`src/design/hbs_pkg.sv`:
```
// Shared constants and helpers for the heightmap box smoother.
// No dependencies.
package hbs_pkg;
	localparam int MaxWidth   = 128;
	localparam int MaxLength  = 128;
	localparam int Radius     = 3;
	localparam int ClipLow    = 3;
	localparam int ClipBack   = 4;
	localparam int PassEdge   = 2;
	localparam int Depth      = MaxWidth * MaxLength;
	localparam int AW         = $clog2(Depth);
	localparam int DW         = (MaxWidth > MaxLength) ? MaxWidth : MaxLength;
	localparam int CW         = $clog2(DW + 1);
	localparam int WinSide    = 2 * Radius + 1;
	// window sums: 49 * 2^15 fits in 22 bits signed
	localparam int SW         = 16 + $clog2(WinSide * WinSide) + 1;
	localparam int QW         = 2 * SW;
	localparam int RW         = SW + 1;

	localparam logic [0:0] RegWidth  = 1'b0;
	localparam logic [0:0] RegLength = 1'b1;

	typedef struct packed {
		logic signed [15:0] h;
		logic signed [15:0] nx;
		logic signed [15:0] ny;
		logic signed [15:0] nz;
	} point_t;

	typedef struct packed {
		logic start;
		logic [QW-1:0] num;  // magnitude numerator
		logic [SW:0] den;
	} div_req_t;
endpackage

```
`src/design/hbs_divider.sv`:
```
// Shared restoring divider, one quotient bit per cycle.
// Depends on hbs_pkg.
module hbs_divider
	import hbs_pkg::*;
(
	input  logic            clk,
	input  logic            arst_n,
	input  div_req_t        req,
	output logic            done,
	output logic [QW-1:0]   quot
);
	localparam int NW = QW;
	localparam int KW = $clog2(NW + 1);
	logic [NW-1:0] num_q;
	logic [NW:0]   rem_q;
	logic [SW:0]   den_q;
	logic [KW-1:0] cnt_q;
	logic          busy_q;
	logic [NW:0]   trial;

	assign trial = {rem_q[NW-1:0], num_q[NW-1]} - {{(NW-SW){1'b0}}, den_q};

	always_ff @(posedge clk or negedge arst_n) begin
		if (!arst_n) begin
			busy_q <= 1'b0;
			done   <= 1'b0;
			cnt_q  <= '0;
		end else begin
			done <= 1'b0;
			if (req.start) begin
				busy_q <= 1'b1;
				num_q  <= req.num;
				den_q  <= req.den;
				rem_q  <= '0;
				cnt_q  <= KW'(NW);
			end else if (busy_q) begin
				if (!trial[NW]) begin
					rem_q <= trial;
					quot  <= {quot[NW-2:0], 1'b1};
				end else begin
					rem_q <= {rem_q[NW-1:0], num_q[NW-1]};
					quot  <= {quot[NW-2:0], 1'b0};
				end
				num_q <= num_q << 1;
				cnt_q <= cnt_q - 1'b1;
				if (cnt_q == KW'(1)) begin
					busy_q <= 1'b0;
					done   <= 1'b1;
				end
			end
		end
	end
endmodule

```
`src/design/hbs_engine.sv`:
```
// Smoothing sequencer: walks the pass, accumulates windows, drives the divider
// and the bitwise square root. Depends on hbs_pkg and hbs_divider.
module hbs_engine
	import hbs_pkg::*;
(
	input  logic           clk,
	input  logic           arst_n,
	input  logic           start,
	input  logic [CW-1:0]  w,
	input  logic [CW-1:0]  l,
	output logic           busy,
	output logic [AW-1:0]  raddr,
	input  point_t         rdata,
	output logic           we,
	output logic [AW-1:0]  waddr,
	output point_t         wdata
);
	typedef enum logic [3:0] {
		IDLE, PT, RD, ACC, SQ, SQRT, DH, DX, DY, DZ, WR
	} state_t;
	state_t state_q;

	logic [CW-1:0] i_q, j_q, y_q, x_q, ylo_q, yhi_q, xlo_q, xhi_q;
	logic [6:0]    cnt_q;
	logic signed [SW-1:0] sh_q, sx_q, sy_q, sz_q;
	logic [QW-1:0] q_q, rem_q, res_q, bit_q;
	logic [1:0]    sel_q;
	logic          pend_q;
	point_t        out_q;
	div_req_t      dreq;
	logic          ddone;
	logic [QW-1:0] dquot;
	logic signed [SW-1:0] cur;
	logic [SW-1:0] mag;
	logic [QW-1:0] sqr;
	logic [QW-1:0] qval;
	logic signed [16:0] sres;

	hbs_divider u_div (.clk, .arst_n, .req(dreq), .done(ddone), .quot(dquot));

	always_comb begin
		unique case (sel_q)
			2'd0: cur = sh_q;
			2'd1: cur = sx_q;
			2'd2: cur = sy_q;
			default: cur = sz_q;
		endcase
	end
	assign mag = cur[SW-1] ? SW'(-cur) : SW'(cur);
	assign sqr = QW'(mag) * QW'(mag);

	always_comb begin
		qval = dquot;
		if (sel_q != 2'd0 && qval > QW'(16384)) qval = QW'(16384);
		sres = cur[SW-1] ? -17'(qval) : 17'(qval);
	end

	assign busy  = (state_q != IDLE);
	assign raddr = AW'(y_q) * AW'(w) + AW'(x_q);
	assign waddr = AW'(i_q) * AW'(w) + AW'(j_q);
	assign we    = (state_q == WR);
	assign wdata = out_q;

	// rounding divide: (2|s|*scale + d) / 2d
	always_comb begin
		dreq.start = 1'b0;
		dreq.num   = '0;
		dreq.den   = '0;
		if (pend_q) begin
			dreq.start = 1'b1;
			if (sel_q == 2'd0) begin
				dreq.num = QW'({mag, 1'b0}) + QW'(cnt_q);
				dreq.den = (SW+1)'({cnt_q, 1'b0});
			end else begin
				dreq.num = QW'({mag, 15'd0}) + res_q;
				dreq.den = (SW+1)'({res_q[SW-1:0], 1'b0});
			end
		end
	end

	always_ff @(posedge clk or negedge arst_n) begin
		if (!arst_n) begin
			state_q <= IDLE;
			pend_q  <= 1'b0;
		end else begin
			pend_q <= 1'b0;
			unique case (state_q)
				IDLE: if (start) begin
					i_q <= CW'(PassEdge);
					j_q <= CW'(PassEdge);
					state_q <= PT;
				end
				PT: begin
					ylo_q <= (i_q < CW'(ClipLow + Radius)) ? CW'(ClipLow) : i_q - CW'(Radius);
					yhi_q <= (i_q + CW'(Radius) > l - CW'(ClipBack)) ? l - CW'(ClipBack)
						: i_q + CW'(Radius);
					xlo_q <= (j_q < CW'(ClipLow + Radius)) ? CW'(ClipLow) : j_q - CW'(Radius);
					xhi_q <= (j_q + CW'(Radius) > w - CW'(ClipBack)) ? w - CW'(ClipBack)
						: j_q + CW'(Radius);
					y_q <= (i_q < CW'(ClipLow + Radius)) ? CW'(ClipLow) : i_q - CW'(Radius);
					x_q <= (j_q < CW'(ClipLow + Radius)) ? CW'(ClipLow) : j_q - CW'(Radius);
					sh_q <= '0; sx_q <= '0; sy_q <= '0; sz_q <= '0;
					cnt_q <= '0;
					state_q <= RD;
				end
				RD: state_q <= ACC;
				ACC: begin
					sh_q <= sh_q + SW'(rdata.h);
					sx_q <= sx_q + SW'(rdata.nx);
					sy_q <= sy_q + SW'(rdata.ny);
					sz_q <= sz_q + SW'(rdata.nz);
					cnt_q <= cnt_q + 1'b1;
					if (x_q == xhi_q) begin
						x_q <= xlo_q;
						if (y_q == yhi_q) begin
							sel_q <= 2'd1;
							q_q <= '0;
							state_q <= SQ;
						end else begin
							y_q <= y_q + 1'b1;
							state_q <= RD;
						end
					end else begin
						x_q <= x_q + 1'b1;
						state_q <= RD;
					end
				end
				SQ: begin
					q_q <= q_q + sqr;
					if (sel_q == 2'd3) begin
						rem_q <= q_q + sqr;
						res_q <= '0;
						bit_q <= QW'(1) << (QW - 2);
						state_q <= SQRT;
					end else sel_q <= sel_q + 1'b1;
				end
				SQRT: begin
					if (bit_q == '0) begin
						sel_q <= 2'd0;
						pend_q <= 1'b1;
						state_q <= DH;
					end else begin
						if (rem_q >= res_q + bit_q) begin
							rem_q <= rem_q - (res_q + bit_q);
							res_q <= (res_q >> 1) + bit_q;
						end else res_q <= res_q >> 1;
						bit_q <= bit_q >> 2;
					end
				end
				DH, DX, DY, DZ: if (ddone) begin
					if (state_q == DH) out_q.h <= sres[15:0];
					else if (q_q == '0) begin
						out_q.nx <= '0; out_q.ny <= '0; out_q.nz <= '0;
					end else if (state_q == DX) out_q.nx <= sres[15:0];
					else if (state_q == DY) out_q.ny <= sres[15:0];
					else out_q.nz <= sres[15:0];
					if (state_q == DZ) state_q <= WR;
					else begin
						sel_q <= sel_q + 1'b1;
						pend_q <= 1'b1;
						state_q <= state_t'(state_q + 1'b1);
					end
				end
				WR: begin
					if (j_q == w - CW'(PassEdge + 1)) begin
						j_q <= CW'(PassEdge);
						if (i_q == l - CW'(PassEdge + 1)) state_q <= IDLE;
						else begin
							i_q <= i_q + 1'b1;
							state_q <= PT;
						end
					end else begin
						j_q <= j_q + 1'b1;
						state_q <= PT;
					end
				end
				default: state_q <= IDLE;
			endcase
		end
	end
endmodule

```
`config.mk`:
```
export PLATFORM = sky130hd
export DESIGN_NAME = hbs_engine
export DESIGN_NICKNAME = d
export VERILOG_FILES = /design/src/design/hbs_pkg.sv /design/src/design/hbs_divider.sv /design/src/design/hbs_engine.sv
export SDC_FILE = /design/constraint.sdc
export NUM_CORES = 2
export LEC_CHECK = 0
export BUFFER_PORTS_ARGS = -buffer_cell sky130_fd_sc_hd__buf_4
export CAP_MARGIN = 10
export CORE_ASPECT_RATIO = 1.1
export CORE_MARGIN = 3
export CORE_UTILIZATION = 60
export CTS_CLUSTER_DIAMETER = 150
export CTS_CLUSTER_SIZE = 30
export DETAILED_ROUTE_END_ITERATION = 8
export GPL_TIMING_DRIVEN = 1
export PLACE_DENSITY = 0.79
export SLEW_MARGIN = 25
export SYNTH_ARGS = -nofsm -noshare
export SYNTH_HDL_FRONTEND = slang
export SYNTH_SLANG_ARGS = --single-unit
```
`constraint.sdc`:
```
create_clock -name clk -period 14.7 [get_ports clk]
set_input_delay 1.47 -clock clk [delete_from_list [all_inputs] [get_ports clk]]
set_output_delay 1.47 -clock clk [all_outputs]
set_load 0.05 [all_outputs]
```
-- Word level (Yosys, flattened, before mapping)
Cells that the tools add are included.
- $add $sub $neg: 31
- multipliers: 3
- $lt $le $gt $ge: 6
- eq/ne operators: 33
- muxes and demuxes: 78
- bitwise gates (word level): 3
- reduce and logical (&&, ||, !) cells: 34
- operator list (operator ; number):
    $mux 46 ; 12
    $pmux 46 s2 ; 4
    $pmux 23 s2 ; 4
    $mux 47 ; 2
    $add 23x16->23 ; 4
    $add 46x46->46 ; 2
    $logic_not 46->1 ; 2
    $mux 8 ; 11
    $mux 16 ; 5
    $mux 71 ; 1
    $mux 70 ; 1
    $pmux 23 s3 ; 1
    $pmux 8 s2 ; 4
    $sub 47x24->47 ; 1
    $add 38x46->46 ; 1
    $add 45x46->46 ; 1
    $ge 46x46->1 ; 1
    $gt 46x15->1 const B ; 1
    $mul 23x23->46 ; 1
    $sub 46x46->46 ; 1
    $add 8x1->8 const B ; 4
    $eq 8x8->1 ; 4
    $mux 32 ; 1
    $pmux 4 s8 ; 1
    46 further kinds ; 118
- register bits after elaboration: 581
- bits of input ports: 83

-- Depth between registers and ports, before layout
- depth in word-level cells: 9
- depth in mapped cells: 44
- depth with buffers taken out: 38

-- Cells and area by module
Synthesis repeated with hierarchy kept, for this count alone.
- cells, all modules: 6052
- area total of the unflattened synthesis: 57898.0 µm²
- by module, submodules not included (module ; times used ; cells an instance ; area each (µm²)):
    hbs_engine ; 1 ; 5333 ; 49185.9
    hbs_divider ; 1 ; 719 ; 8712.1

-- Worst setup path before layout
OpenSTA, ideal clock, no wires.
- path type: register -> register
- from: reg sel_q[0]
- to: reg rem_q[25] (data pin)
- setup time: 267 ps
- data arrival time: 10001 ps
- data required time: 14433 ps
- path slack: 4433 ps
- cell stages (with the launch flop): 41
- buffers on the path: 8
- cells stage by stage: edfxtp_1 ha_1 inv_2 buf_1 clkbuf_1 clkbuf_1 nand2_1 and2_1 inv_1 clkbuf_1 ha_1 and2_1 clkbuf_1 nand3_1 o31ai_1 xor2_1 clkbuf_1 inv_1 (+5 left out) fa_1 fa_1 inv_1 fa_1 inv_1 fa_1 fa_1 ha_1 clkbuf_1 a2111oi_0 o21ai_0 o21a_1 a221oi_1 o21bai_1 a31o_2 a2111oi_0 or4_1 o21ai_0
- longest elaborated chain between the ends: 8
- elaborated cells between the ends (all ways): 10
- ends and longest elaborated chain (element ; RTL line ; RTL):
    start: declaration ; hbs_engine.sv:27 ; logic [1:0] sel_q;
    start signal: assignment ; hbs_engine.sv:135 ; end else sel_q <= sel_q + 1'b1;
    start signal: assignment ; hbs_engine.sv:159 ; sel_q <= sel_q + 1'b1;
    $eq 2x2->1, or another cell as far along ; hbs_engine.sv:42 ; unique case (sel_q)
    $pmux 23 s3 * ; hbs_engine.sv:42 ;
    $neg 23->23 ; hbs_engine.sv:49 ; assign mag = cur[SW-1] ? SW'(-cur) : SW'(cur);
    $mux 23 * ; hbs_engine.sv:49 ;
    $mul 23x23->46 * ; hbs_engine.sv:50 ; assign sqr = QW'(mag) * QW'(mag);
    $add 46x46->46 * ; hbs_engine.sv:131 ; rem_q <= q_q + sqr;
    $mux 46 * ; hbs_engine.sv:130 ; if (sel_q == 2'd3) begin
    $pmux 46 s2 * ; hbs_engine.sv:87 ; unique case (state_q)
    end signal: assignment ; hbs_engine.sv:131 ;
    end signal: assignment ; hbs_engine.sv:144 ; rem_q <= rem_q - (res_q + bit_q);
    end: declaration ; hbs_engine.sv:26 ; logic [QW-1:0] q_q, rem_q, res_q, bit_q;
Mark *: on every way between the ends. The rest lies on a longest branch, timed or not. The select of a mux whose other input is x is not followed.
A chain may end at the register's enable or synchronous reset.

-- Worst setup path in the final report
- from: reg sel_q[0]
- to: reg rem_q[42] (data pin)
The elaborated chain is that of the path after synthesis.

==> impl_metrics.json <==
{
  "drc_errors": 0,
  "synth_mux_area_frac": 0.00607,
  "vias_per_cell": 6.11,
  "detail-route-antenna-nets": 0,
  "max_freq_mhz": 81.0,
  "wl_per_cell_um": 21.5,
  "h-tree-depth": 1,
  "synthTopCellsByArea": "edfxtp_1 (28%), fa_1 (18%), ha_1 (11%)",
  "use_met1": 0.397,
  "setup_viol": 0,
  "fin_crit_ns": 12.35,
  "synth-compound-area-share": 0.129,
  "clockBufferDepth": 3,
  "core_area_um2": 94300,
  "path_clk_slew_ns": 0.13,
  "end_kind": "flip-flop",
  "synth_xor_area_frac": 0.0716,
  "fin_util": 0.645,
  "path_max_fanout": 23,
  "synth_fa_ha_area_frac": 0.292,
  "grt_pass1_vias": 45230,
  "num_io_pins": 177,
  "fin_nets": 7195,
  "slowest_stage": "clkinv_1",
  "startpoint_type": "flip-flop",
  "synthSimpleGateAreaFrac": 0.140,
  "synth_area_per_cell_um2": 9.51,
  "crit_top_cell": "fa_1",
  "die_y_um": 330,
  "n_fill_cell": 7617,
  "synth-main-ff-cell": "edfxtp_1",
  "hold_buffers": 0,
  "overflow": 0,
  "grt_pass1_wl_um": 248000,
  "synth_area_um2": 57300,
  "first_iter_violations": 4439,
  "grt_max_degree": 95,
  "setup_tns_ns": 0,
  "drtPass1Iterations": 8,
  "post-cts-setup-buffers": 0,
  "synth_top_family_by_area": "adder cells",
  "wl_um": 158000,
  "cts_sinks": 556,
  "cts_made_buffers": 23,
  "clk_latency_ns": 0.64,
  "ys_types": 90,
  "gp_congestion": 0.983,
  "dieWidth_um": 301,
  "criticalPathCategory": "reg2reg",
  "globalRouteMet2Util": 0.540,
  "io_buffers": 176,
  "dp_hpwl_um": 123000,
  "slowest_delay_ns": 1.12,
  "synth_edf_count": 543,
  "yosysTopAreaCellShare": 0.285,
  "tightest_slew_ns": 1.12,
  "critPathRequiredTime_ns": 15.07,
  "hold_path_class": "reg2reg",
  "finClkSkew_ns": 0.0392,
  "die_area_um2": 99200,
  "cts_tree": "done",
  "multi_input_area_um2": 36800,
  "cts_resized": 0,
  "rows": 118,
  "area_growth_pct": 6.19,
  "ys_ff_latch": 556,
  "postSynthCellCount": 6022,
  "ys_seq_area_frac": 0.290,
  "relSlewSlack": 0.250,
  "grt_busiest_layer": "met2",
  "drv_cap": 0,
  "cp_data_arrival_time_ns": 12.72,
  "ys_warn_count": 0,
  "num_vias": 45011,
  "register_area_um2": 16600,
  "status": "complete, no violations",
  "met3_usage": 0.0546,
  "period_share": 0.840,
  "start_util": 0.607,
  "antenna_found_initial": 7,
  "cts_root_buf": "clkbuf_16",
  "slew_violations": 0,
  "track_usage": 0.319,
  "rsz0062_at_grt": "false",
  "drive_gt1_frac": 0.0586,
  "yosys.area.top_type": "edfxtp_1",
  "ys_async_sr_fraction": 0.0234,
  "hold_viol": 0
}
critical path, delay by kind of cell, from the launching register on:
family | cells | cell delay [ns]
compound gates | 7 | 2.34
simple gates | 7 | 1.45
flops | 1 | 0.43
buf+inv | 7 | 2.12
xor+xnor | 2 | 1.09
fa+ha+maj | 10 | 4.62
worst paths after layout:
| check | start | end | slack, ns | cells after the start |
|---|---|---|---|---|
| worst max-delay path | sel_q[0] | rem_q[42] | 2.35 | 33 |
| worst min-delay path | u_div.quot[37] | u_div.quot[38] | 0.47 | 0 |
| worst max register to register | sel_q[0] | rem_q[42] | 2.35 | 33 |
| worst min register to register | u_div.quot[37] | u_div.quot[38] | 0.47 | 0 |
| max in group asynchronous | arst_n | pend_q | 12.92 | 2 |
| min in group asynchronous | arst_n | state_q[0] | 0.71 | 1 |
registers in the layout (all words and copies together), names as in the netlist, 8 cells and up:
register,count
yhi_q,8
u_div.den_q,23
sx_q,23
bit_q,23
xhi_q,8
u_div.num_q,46
sz_q,23
u_div.rem_q,46
sh_q,23
res_q,46
q_q,46
u_div.quot,46
y_q,8
wdata,64
sy_q,23
j_q,8
x_q,8
rem_q,46
i_q,8
xlo_q,8
layer usage:
layer | part of all wire | vias up
met5 | 0.000076 | -
met4 | 0.061 | 2
met3 | 0.090 | 473
met2 | 0.48 | 2093
met1 | 0.37 | 21829
li1 | - | 20614
per-stage QoR:
step	hold WS, ns	area [um2]	setup WS (ns)	instances
2_1_floorplan	0.427	57300	4.43	6037
3_3_place_gp	0.433	60100	3.07	7327
3_5_place_dp	0.433	60100	2.57	7327
4_1_cts	0.468	60800	2.58	7369
5_1_grt	0.471	60800	1.87	7371
6_report	0.466	60800	2.35	7372
cells in the final DEF, fill, tap and decap left out, types with 59 or more instances in the layout:
master,n
a31oi_1,68
nor2_1,543
nand2_1,554
nand3_1,74
ha_1,490
and2_1,66
edfxtp_1,543
inv_1,855
fa_1,528
o21ai_0,239
a211oi_1,59
and3_1,91
a21oi_1,300
buf_4,240
nor3_1,83
nor2b_1,63
a21o_1,104
xor2_1,187
xnor2_1,270
cell type report:
type | count | share of cell area
Timing Repair Buffer | 240 | 0.0296
Antenna cell | 2 | 0.0000823
Clock inverter | 3 | 0.00132
Clock buffer | 39 | 0.0105
Multi-Input combinational cell | 4405 | 0.606
Inverter | 867 | 0.0535
Tap cell | 1260 | 0.0259
Sequential cell | 556 | 0.274
synth_stat cells, types with 26 or more instances:
library cell and n:
or3_1 47, a21oi_1 303, and2_1 68, o21bai_1 37, fa_1 528, nand4_1 45, o21ai_0 240, nand2b_1 56
and3_1 92, nor2_1 545, nand3_1 74, buf_1 26, xor2_1 190, a31oi_1 68, nor2b_1 65, ha_1 491
xnor2_1 275, nor3_1 86, nand2_1 555, o21a_1 32, edfxtp_1 543, clkbuf_1 178, a311oi_1 28, a21o_1 104
inv_1 856, nor4_1 45, a211oi_1 60
cell families after synthesis:
| logic type | Yosys count |
|---|---|
| other cells | 2 |
| fa+ha+maj | 1019 |
| buf+inv | 1076 |
| mux | 33 |
| xor+xnor | 466 |
| compound gates | 1132 |
| simple gates | 1738 |
| flops | 556 |
Power is left out: the tool's default activity adds up to more than one toggle a clock period on the data nets, which glitch-free logic cannot reach.
